--- src/rtl/spa_pkg.sv ---
// ----------------------------------------------------------------------------
// spa_pkg
// Opcodes, controller states and the command/status bundles shared by the
// sparse polynomial adder's controller and datapath.
// ----------------------------------------------------------------------------
package spa_pkg;

  localparam logic [1:0] OP_LOAD_A = 2'd0;
  localparam logic [1:0] OP_LOAD_B = 2'd1;
  localparam logic [1:0] OP_MERGE  = 2'd2;

  localparam int COEF_W     = 16;
  localparam int EXPO_W     = 16;
  localparam int OUT_COEF_W = COEF_W + 1;

  typedef enum logic [1:0] {
    ST_IDLE  = 2'b01,
    ST_MERGE = 2'b10
  } state_t;

  typedef struct packed {
    logic signed [COEF_W-1:0] coef;
    logic [EXPO_W-1:0]        expo;
  } term_t;

  typedef struct packed {
    logic load_a;
    logic load_b;
    logic step;
    logic finish;
  } dp_cmd_t;

  typedef struct packed {
    logic a_has;
    logic b_has;
    logic out_free;
  } dp_sts_t;

endpackage

--- src/rtl/spa_ctrl.sv ---
// ----------------------------------------------------------------------------
// spa_ctrl
// Controller: decodes input beats into loads and runs the merge sequence.
// ----------------------------------------------------------------------------
module spa_ctrl (
  input  logic             clk,
  input  logic             rst_n,
  input  logic             in_valid,
  input  logic [1:0]       in_opcode,
  output logic             in_ready,
  output spa_pkg::dp_cmd_t cmd,
  input  spa_pkg::dp_sts_t sts
);
  import spa_pkg::*;

  state_t state_r, state_nxt;

  always_comb begin
    state_nxt = state_r;
    cmd       = '0;
    in_ready  = 1'b0;
    unique case (state_r)
      ST_IDLE: begin
        in_ready = 1'b1;
        if (in_valid) begin
          unique case (in_opcode)
            OP_LOAD_A: cmd.load_a = 1'b1;
            OP_LOAD_B: cmd.load_b = 1'b1;
            OP_MERGE:  state_nxt  = ST_MERGE;
            default:   ;
          endcase
        end
      end
      ST_MERGE: begin
        if (sts.out_free) begin
          if (sts.a_has || sts.b_has) begin
            cmd.step = 1'b1;
          end else begin
            cmd.finish = 1'b1;
            state_nxt  = ST_IDLE;
          end
        end
      end
      default: state_nxt = ST_IDLE;
    endcase
  end

  always_ff @(posedge clk) begin
    if (!rst_n) begin
      state_r <= ST_IDLE;
    end else begin
      state_r <= state_nxt;
    end
  end

endmodule

--- src/rtl/spa_dp.sv ---
// ----------------------------------------------------------------------------
// spa_dp
// Datapath: two term memories, read pointers, merge compare/add, one held
// pending term (so last can be marked) and the output register.
// ----------------------------------------------------------------------------
module spa_dp #(
  parameter int TERMS_PER_LIST = 32
) (
  input  logic                                 clk,
  input  logic                                 rst_n,
  input  logic signed [spa_pkg::COEF_W-1:0]    in_coef,
  input  logic [spa_pkg::EXPO_W-1:0]           in_expo,
  input  spa_pkg::dp_cmd_t                     cmd,
  output spa_pkg::dp_sts_t                     sts,
  input  logic                                 out_ready,
  output logic                                 out_valid,
  output logic signed [spa_pkg::OUT_COEF_W-1:0] out_coef,
  output logic [spa_pkg::EXPO_W-1:0]           out_expo,
  output logic                                 out_last
);
  import spa_pkg::*;

  localparam int AW = (TERMS_PER_LIST > 1) ? $clog2(TERMS_PER_LIST) : 1;
  localparam int CW = $clog2(TERMS_PER_LIST + 1);
  localparam logic [CW-1:0] DEPTH = CW'(TERMS_PER_LIST);

  term_t mem_a [TERMS_PER_LIST];
  term_t mem_b [TERMS_PER_LIST];
  term_t head_a_r, head_b_r;

  logic [CW-1:0] cnt_a_r, cnt_a_nxt, cnt_b_r, cnt_b_nxt;
  logic [CW-1:0] i_r, i_nxt, j_r, j_nxt;

  logic                         pend_vld_r, pend_vld_nxt;
  logic signed [OUT_COEF_W-1:0] pend_coef_r, pend_coef_nxt;
  logic [EXPO_W-1:0]            pend_expo_r, pend_expo_nxt;

  logic                         out_valid_r, out_valid_nxt;
  logic                         out_last_r, out_last_nxt;
  logic signed [OUT_COEF_W-1:0] out_coef_r, out_coef_nxt;
  logic [EXPO_W-1:0]            out_expo_r, out_expo_nxt;

  logic                         a_has, b_has, take_a, take_b, both, produce;
  logic signed [OUT_COEF_W-1:0] ca_ext, cb_ext, sum, new_coef;
  logic [EXPO_W-1:0]            new_expo;
  logic                         wr_a, wr_b;

  assign a_has  = (i_r < cnt_a_r);
  assign b_has  = (j_r < cnt_b_r);
  assign ca_ext = {head_a_r.coef[COEF_W-1], head_a_r.coef};
  assign cb_ext = {head_b_r.coef[COEF_W-1], head_b_r.coef};
  assign sum    = ca_ext + cb_ext;
  assign take_a = a_has && (!b_has || (head_a_r.expo > head_b_r.expo));
  assign take_b = b_has && (!a_has || (head_b_r.expo > head_a_r.expo));
  assign both   = a_has && b_has && (head_a_r.expo == head_b_r.expo);
  assign produce = !(both && (sum == '0));

  always_comb begin
    priority if (take_a) begin
      new_coef = ca_ext;
      new_expo = head_a_r.expo;
    end else if (take_b) begin
      new_coef = cb_ext;
      new_expo = head_b_r.expo;
    end else begin
      new_coef = sum;
      new_expo = head_a_r.expo;
    end
  end

  assign sts.a_has    = a_has;
  assign sts.b_has    = b_has;
  assign sts.out_free = !out_valid_r || out_ready;

  assign wr_a = cmd.load_a && (cnt_a_r < DEPTH);
  assign wr_b = cmd.load_b && (cnt_b_r < DEPTH);

  always_comb begin
    cnt_a_nxt     = cnt_a_r;
    cnt_b_nxt     = cnt_b_r;
    i_nxt         = i_r;
    j_nxt         = j_r;
    pend_vld_nxt  = pend_vld_r;
    pend_coef_nxt = pend_coef_r;
    pend_expo_nxt = pend_expo_r;
    out_valid_nxt = out_valid_r && !out_ready;
    out_last_nxt  = out_last_r;
    out_coef_nxt  = out_coef_r;
    out_expo_nxt  = out_expo_r;
    if (wr_a) cnt_a_nxt = cnt_a_r + CW'(1);
    if (wr_b) cnt_b_nxt = cnt_b_r + CW'(1);
    if (cmd.step) begin
      if (take_a || both) i_nxt = i_r + CW'(1);
      if (take_b || both) j_nxt = j_r + CW'(1);
      if (produce) begin
        if (pend_vld_r) begin
          out_valid_nxt = 1'b1;
          out_last_nxt  = 1'b0;
          out_coef_nxt  = pend_coef_r;
          out_expo_nxt  = pend_expo_r;
        end
        pend_vld_nxt  = 1'b1;
        pend_coef_nxt = new_coef;
        pend_expo_nxt = new_expo;
      end
    end
    if (cmd.finish) begin
      // empty result still emits a single zero term
      out_valid_nxt = 1'b1;
      out_last_nxt  = 1'b1;
      out_coef_nxt  = pend_vld_r ? pend_coef_r : '0;
      out_expo_nxt  = pend_vld_r ? pend_expo_r : '0;
      pend_vld_nxt  = 1'b0;
      cnt_a_nxt     = '0;
      cnt_b_nxt     = '0;
      i_nxt         = '0;
      j_nxt         = '0;
    end
  end

  always_ff @(posedge clk) begin
    if (wr_a) mem_a[cnt_a_r[AW-1:0]] <= term_t'{coef: in_coef, expo: in_expo};
    if (wr_b) mem_b[cnt_b_r[AW-1:0]] <= term_t'{coef: in_coef, expo: in_expo};
  end

  // read address follows the next pointer so the head is ready each cycle
  always_ff @(posedge clk) begin
    head_a_r <= mem_a[i_nxt[AW-1:0]];
    head_b_r <= mem_b[j_nxt[AW-1:0]];
  end

  always_ff @(posedge clk) begin
    if (!rst_n) begin
      cnt_a_r     <= '0;
      cnt_b_r     <= '0;
      i_r         <= '0;
      j_r         <= '0;
      pend_vld_r  <= 1'b0;
      out_valid_r <= 1'b0;
    end else begin
      cnt_a_r     <= cnt_a_nxt;
      cnt_b_r     <= cnt_b_nxt;
      i_r         <= i_nxt;
      j_r         <= j_nxt;
      pend_vld_r  <= pend_vld_nxt;
      out_valid_r <= out_valid_nxt;
    end
  end

  always_ff @(posedge clk) begin
    pend_coef_r <= pend_coef_nxt;
    pend_expo_r <= pend_expo_nxt;
    out_last_r  <= out_last_nxt;
    out_coef_r  <= out_coef_nxt;
    out_expo_r  <= out_expo_nxt;
  end

  assign out_valid = out_valid_r;
  assign out_last  = out_last_r;
  assign out_coef  = out_coef_r;
  assign out_expo  = out_expo_r;

`ifndef SYNTHESIS
  a_ptr_bound: assert property (@(posedge clk) disable iff (!rst_n)
    (i_r <= cnt_a_r) && (j_r <= cnt_b_r))
    else $error("read pointer past list count");

  a_finish_clear: assert property (@(posedge clk) disable iff (!rst_n)
    cmd.finish |=> (cnt_a_r == '0) && (cnt_b_r == '0) && !pend_vld_r)
    else $error("lists not emptied after merge");

  a_finish_last: assert property (@(posedge clk) disable iff (!rst_n)
    cmd.finish |=> out_valid_r && out_last_r)
    else $error("final beat missing last");

  a_step_free: assert property (@(posedge clk) disable iff (!rst_n)
    (cmd.step || cmd.finish) |-> (!out_valid_r || out_ready))
    else $error("merge step while output blocked");
`endif

endmodule

--- src/rtl/sparse_polynomial_add_core.sv ---
// Load beats are taken one per cycle while idle; merge starts the cycle after its beat is taken.
// Merge: one list term consumed per cycle (matched pairs count once) while the output
// is free, then the final beat; output backpressure stalls the merge.
// The first result beat waits until two terms are produced or the merge ends (held term).
// Reset (rst_n low, synchronous) empties both lists; term memories are not cleared.
// ----------------------------------------------------------------------------
// sparse_polynomial_add_core
// Sparse polynomial adder: two term lists merged in descending exponent order.
// ----------------------------------------------------------------------------
module sparse_polynomial_add_core #(
  parameter int TERMS_PER_LIST = 32
) (
  input  logic               clk,
  input  logic               rst_n,
  input  logic               in_valid,
  output logic               in_ready,
  input  logic [1:0]         in_opcode,
  input  logic signed [15:0] in_coef,
  input  logic [15:0]        in_expo,
  output logic               out_valid,
  input  logic               out_ready,
  output logic signed [16:0] out_coef,
  output logic [15:0]        out_expo,
  output logic               out_last
);
  import spa_pkg::*;

  dp_cmd_t cmd;
  dp_sts_t sts;

  spa_ctrl u_ctrl (
    .clk       (clk),
    .rst_n     (rst_n),
    .in_valid  (in_valid),
    .in_opcode (in_opcode),
    .in_ready  (in_ready),
    .cmd       (cmd),
    .sts       (sts)
  );

  spa_dp #(
    .TERMS_PER_LIST (TERMS_PER_LIST)
  ) u_dp (
    .clk       (clk),
    .rst_n     (rst_n),
    .in_coef   (in_coef),
    .in_expo   (in_expo),
    .cmd       (cmd),
    .sts       (sts),
    .out_ready (out_ready),
    .out_valid (out_valid),
    .out_coef  (out_coef),
    .out_expo  (out_expo),
    .out_last  (out_last)
  );

endmodule
--- config.mk ---
export PLATFORM = sky130hd
export DESIGN_NAME = sparse_polynomial_add_core
export DESIGN_NICKNAME = d
export VERILOG_FILES = /design/src/rtl/spa_pkg.sv /design/src/rtl/spa_ctrl.sv /design/src/rtl/spa_dp.sv /design/src/rtl/sparse_polynomial_add_core.sv
export SDC_FILE = /design/constraint.sdc
export NUM_CORES = 2
export LEC_CHECK = 0
export BUFFER_PORTS_ARGS = -buffer_cell sky130_fd_sc_hd__buf_4
export CAP_MARGIN = 40
export CORE_ASPECT_RATIO = 2
export CORE_MARGIN = 2
export CORE_UTILIZATION = 60
export DETAILED_ROUTE_END_ITERATION = 8
export GPL_TIMING_DRIVEN = 0
export HOLD_SLACK_MARGIN = 0.05
export PLACE_DENSITY = 0.76
export SLEW_MARGIN = 0
export SYNTH_ARGS = -nofsm -noshare
export SYNTH_HDL_FRONTEND = slang
export SYNTH_HIERARCHICAL = 1
export SYNTH_SLANG_ARGS = --single-unit
--- constraint.sdc ---
create_clock -name clk -period 10 [get_ports clk]
set_input_delay 0.5 -clock clk [delete_from_list [all_inputs] [get_ports clk]]
set_output_delay 0.5 -clock clk [all_outputs]
set_load 0.03 [all_outputs]
Yosys cells after proc, flatten, opt, wreduce, memory -nomap -nowiden
Memory sizes are Yosys's and may differ from the RTL's. A register that Yosys moved wholly into a read port is not among the register bits.
Index checks and enable logic that the tools add are counted.
{"block": "word_totals", "input_bits": 38, "ram_bits": 2048, "mem_count": 2, "out_inout_bits": 36, "regBits": 95}
{"name": "u_dp.mem_a", "words": 32, "width": 32, "read_ports": 1, "rd_clocked_by_memory_dff": 1, "write_ports": 1, "line": "spa_dp.sv:27", "source": "term_t mem_a [TERMS_PER_LIST];"}
{"name": "u_dp.mem_b", "words": 32, "width": 32, "read_ports": 1, "rd_clocked_by_memory_dff": 1, "write_ports": 1, "line": "spa_dp.sv:28", "source": "term_t mem_b [TERMS_PER_LIST];"}
{"block": "classes", "n_lt_le_gt_ge": 6, "bitwise": 2, "muxes": 42, "n_addsub": 5, "n_reduce_logical": 29, "eq_ne": 10}
{"cell": "$mux 17", "count": 7}
{"cell": "$mux 16", "count": 7}
{"cell": "$gt 16x16->1", "count": 2}
{"cell": "$mux 5", "count": 6}
{"cell": "$add 6x1->6 const B", "count": 4}
{"cell": "$add 16x16->17", "count": 1}
{"cell": "$logic_not 17->1", "count": 1}
{"cell": "$eq 16x16->1", "count": 1}
{"cell": "$mux 2", "count": 8}
{"cell": "$mux 1", "count": 13}
{"cell": "$lt 6x6->1", "count": 2}
{"cell": "$lt 6x6->1 const B", "count": 2}
{"cell": "$ne 2x2->1 const B", "count": 5}
{"cell": "$logic_and 1x1->1", "count": 8}
{"cell": "$logic_or 1x1->1", "count": 6}
{"cell": "$reduce_and 2->1", "count": 3}
{"cell": "$reduce_and 3->1", "count": 2}
{"cell": "$eq 2x1->1 const B", "count": 2}
{"cell": "$eq 2x2->1 const B", "count": 2}
{"cell": "$logic_not 1->1", "count": 4}
{"cell": "$pmux 2 s2", "count": 1}
{"cell": "$reduce_and 4->1", "count": 1}
{"cell": "$reduce_bool 2->1", "count": 2}
{"cell": "$logic_not 2->1", "count": 1}
{"cell": "other kinds (2)", "count": 3}

Longest topological paths before layout
{"block": "logic_depth", "depth_word": 8, "mapped_depth": 23, "ltp_nobuf": 17}

Modules after synthesis
Netlist, hierarchy kept.
{"module": "spa_dp", "cells_per_inst": 6185, "area_each_um2": 87386.3, "seq_area_each_um2": 65302.6, "n_inst": 1}
{"module": "spa_ctrl", "cells_per_inst": 15, "area_each_um2": 146.4, "seq_area_each_um2": 40.0, "n_inst": 1}

Worst setup path after synthesis
OpenSTA, ideal clock, no wires.
{"block": "synth_timing", "path_kind": "register to register", "startpoint": "register u_dp/ca_ext[0] (netlist name)", "endpoint": "register u_dp.out_coef_r[0] (netlist: u_dp/out_coef[0]) (enable)", "path_stages_with_launch": 13, "path_buffers": 0, "t_arrival_ns": 5.082, "required_time_ns": 9.609, "setup_slack_ns": 4.528, "setup_ns": 0.391, "path_cell_list": "dfxtp_1 -> ha_1 -> fa_1 -> a21o_1 -> a21oi_1 -> o21ai_0 -> a31o_2 -> a21o_1 -> xnor2_1 -> and4_1 -> a31oi_1 -> nand2_1 -> nand2_1"}
{"block": "synth_between", "elab_chain_len": 5}
{"item": "$add 16x16->17", "line": "spa_dp.sv:52", "source": "assign sum = ca_ext + cb_ext;"}
{"item": "$logic_not 17->1", "line": "spa_dp.sv:56", "source": "assign produce = !(both && (sum == '0));"}
{"item": "$logic_and 1x1->1", "line": "spa_dp.sv:56"}
{"item": "$ne 2x2->1 (no source line)"}
{"item": "$reduce_and 3->1 (no source line)"}
{"item": "end signal, assigned", "line": "spa_dp.sv:154", "source": "out_coef_r <= out_coef_nxt;"}
{"item": "end, declared", "line": "spa_dp.sv:40", "source": "logic signed [OUT_COEF_W-1:0] out_coef_r, out_coef_nxt;"}
No other way between the ends.
A chain may end at the register's enable or synchronous reset.

==> impl_metrics.tcl <==
set metrics [dict create \
    setup.worst_path.class "flip-flop to flip-flop" \
    clk_latency_ns 0.83 \
    switching_share_pct 20.1 \
    p_seq_share_pct 56.8 \
    vias_per_cell 6.78 \
    ctsHoldBuffers 14 \
    drt_iter0_drc 7975 \
    cts.sinks 2207 \
    min_period_ns 7.70 \
    dieArea_sq_um 149000 \
    ys_types 71 \
    cts_setup_buffers 0 \
    grt_pass1_wl_um 416000 \
    cts_resized 0 \
    placed_cells 8354 \
    grt_max_degree 65 \
    synthAdderAreaFrac_pct 0.766 \
    num_rows 198 \
    synth_ff_type "edfxtp_1" \
    antenna_found_initial 15 \
    arrival_ns 8.34 \
    synthMuxAreaShare_pct 2.51 \
    hold_viol 0 \
    root_buffer "clkbuf_16" \
    htree_levels 4 \
    power_density_nw_per_um2 178 \
    synth_area_per_cell_sq_um 14.1 \
    cp-start-kind "flip-flop" \
    violations "design-rule violations" \
    drv_slew 0 \
    synthSimpleGateAreaFrac_pct 11.6 \
    die_h_um 544 \
    initial_core_util_pct 60.3 \
    leakagePower_uw 0.0333 \
    core_area_sq_um 145000 \
    synth_enable_flop_cells 2114 \
    p_int_uw 14300 \
    critical_path_buf_inv_count 8 \
    status "finished, violations left" \
    nets 6767 \
    fillers 9580 \
    layout-drive-gt1-share_pct 12.4 \
    hp-class "input pin to flip-flop" \
    synth-seq-area-share_pct 74.6 \
    drt-total-wl_um 301000 \
    ir_drop_uv 133 \
    portBuffers 73 \
    overflow 0 \
    clkPwrFrac_pct 40.8 \
    synth_xor_area_share_pct 0.249 \
    path_clk_slew_ns 0.07 \
    grt_pass1_vias 57800 \
    syn_to_final_growth_pct 14.4 \
    final_cell_mix "2114 x edfxtp_1, 1044 x nand2_1, 629 x nand3_1, 313 x a31oi_1, 306 x clkbuf_1" \
    cp_slowest_stage_delay_ns 0.60 \
    synth-compound-area-share_pct 7.86 \
    cts_buffers 185 \
    place.detailed.hpwl_um 210000 \
    cp.required_ns 10.64 \
    first_pass_iters 9 \
    drc 1 \
    grt_usage_pct 40.4 \
    final_common_cell "edfxtp_1" \
    max_freq_mhz 130 \
    rsz0062_at_grt "false" \
    pin_count 74 \
    wl_per_cell_um 34.4 \
    setup_violations 0 \
    cp_max_fo 10 \
    slowest_stage "nand2_1" \
    met2_length_um 148000 \
    relSlewSlack_pct 32.2 \
    synthArstFlopShare_pct 0 \
    combPwrFrac_pct 2.4 \
    place_congestion 1.04 \
    synth_top_family_by_area "simple AND/OR/NAND/NOR gates" \
    wl_met1_um 85100 \
    worstMarginPinSlew_ns 1.02 \
    synth_cells 6200 \
    dr_wl_met3_um 27500 \
    finClkSkew_ns 0.0378 \
    crit_chain "clkbuf_1 > inv_1 > ha_1 > nor4_1 > a21oi_1 > nand2_1 > buf_4 > nor3_1 > buf_2 > clkbuf_1 > nor2b_1 > a22oi_1 > nand2_1 > buf_2 > nand2_1 > clkbuf_1 > o22ai_1 > buf_4 > nor4_1" \
    power.switching_uw 3600 \
    detail-route-antenna-nets 0 \
    tns_ns 0 \
    postSynthNetCount 6291 \
    drv_cap 0 \
    cts_tree "yes" \
    end_kind "flip-flop" \
    ys_ff_latch 2207 \
    crit_family "buffers and inverters" \
    finalPower_uw 17900 \
    min_period_over_period_pct 77.0 \
    clockBufferDepth 4 \
    die_w_um 274 \
    netlist_area_sq_um 87500 \
    num_vias 59200 \
    routed.top_layer "met5" \
    finalNonFillerCells 8734 \
    synth_warnings 6 \
]
==> state kept, by name (all words and copies together), names as in the netlist, 2 cells and up <==
name              count
u_ctrl/state_r        2
u_dp/ca_ext          16
u_dp/cb_ext          16
u_dp/cnt_a_r          6
u_dp/cnt_b_r          6
u_dp/head_a_r        16
u_dp/head_b_r        16
u_dp/i_r              6
u_dp/j_r              6
u_dp/mem_a         1024
u_dp/mem_b         1024
u_dp/out_coef        17
u_dp/out_expo        16
u_dp/pend_coef_r     17
u_dp/pend_expo_r     16
==> worst register-to-register path: stages, from the launching register on <==
cell and delay [ns]:
dfxtp_1 0.32, clkbuf_1 0.32, inv_1 0.24, ha_1 0.34, nor4_1 0.04, a21oi_1 0.45, nand2_1 0.43, buf_4 0.28
nor3_1 0.31, buf_2 0.28, clkbuf_1 0.53, nor2b_1 0.15, a22oi_1 0.55, nand2_1 0.60, buf_2 0.46, nand2_1 0.50
clkbuf_1 0.57, o22ai_1 0.30, buf_4 0.26, nor4_1 0.58
==> power groups by stage <==
stage | Combinational, uW | Clock [uW] | Sequential, uW
finish | 435 | 7280 | 10100
global route | 440 | 7630 | 10100
CTS | 412 | 7290 | 10100
detailed placement | 407 | 0 | 10300
global placement | 356 | 0 | 10300
floorplan | 93.0 | 0 | 10300
==> cells by family (layout without fill, tap and decap cells) <==
logic type	Yosys count	after routing
AO/OA/AOI/OAI	1106	1106
buffers and inverters	487	1107
multiplexers	135	135
XOR/XNOR	24	24
other	0	14
AND/OR/NAND/NOR	2188	2188
flip-flops	2207	2207
adder cells (fa/ha/maj)	53	53
==> worst paths after layout <==
| kind | startpoint | end | slack, ns | cells after the start |
|---|---|---|---|---|
| max reg2reg | u_dp/cnt_a_r[3] | u_dp/cb_ext[5] | 2.30 | 19 |
| max | u_dp/cnt_a_r[3] | u_dp/cb_ext[5] | 2.30 | 19 |
| min | in_coef[6] | u_dp/mem_a[20][22] | 0.1 | 1 |
| min reg2reg | u_dp/cnt_a_r[5] | u_dp/cnt_a_r[5] | 0.51 | 2 |
==> metal layers <==
metal / up-vias / global-route usage [%]
met4: 8 / 41.4
met3: 1359 / 8.07
met5: - / 0
li1: 24700 / -
met2: 4268 / 68.3
met1: 28900 / 40.2
==> synthesized netlist by cell type, drive strengths merged, types with 3 or more instances <==
master     n  area [sq um]
mux2i     58           584
a21o      12          90.1
a21oi    213          1080
mux2      11           128
or3       12          75.1
nor4      69           538
o21a       7          52.6
and2      39           244
o22ai    103           644
inv       39           146
clkbuf   282          1060
nor3      15          75.1
nor2b     16           100
nor2     106           398
o21bai     3          22.5
mux4      66          1490
nand3    631          3170
buf      164           811
nand3b     4          30.0
dfxtp     93          1860
xnor2     17           149
o211ai     5          37.5
nand2b     6          45.0
nor3b      3          27.5
xor2       7          68.8
nand2   1044          3920
edfxtp  2114         63500
and3     196          1230
o21ai    168           841
a211oi   135          1020
ha        52           651
a22oi    126           946
or4       30           225
nand4     10          62.6
a31oi    315          1980
==> per-stage QoR <==
step | instance area (sq um) | setup WS [ns] | hold slack, ns | utilization [%]
finish | 100000 | 2.30 | 0.0983 | 69.0
global route | 100000 | 2.43 | 0.113 | 68.9
CTS | 99900 | 2.65 | 0.0741 | 68.8
detailed placement | 93700 | 2.72 | 0.492 | 64.5
global placement | 90500 | 1.58 | 0.464 | 62.3
floorplan | 87500 | 4.53 | 0.454 | -
==> area by class of cell <==
type                    instances  area (sq um)  area share [%]
clock buffers                 218          4870            4.86
well taps                    1900          2380            2.37
multi-input cells            3506         20700            20.7
inverters                      41           154           0.154
clock inverters               113          1140            1.14
diodes                         14          35.0          0.0350
flip-flops and latches       2207         65300            65.3
plain buffers                 446          1870            1.87
repair buffers                289          3630            3.62
No activity file was read; power rests on OpenSTA's default activity.
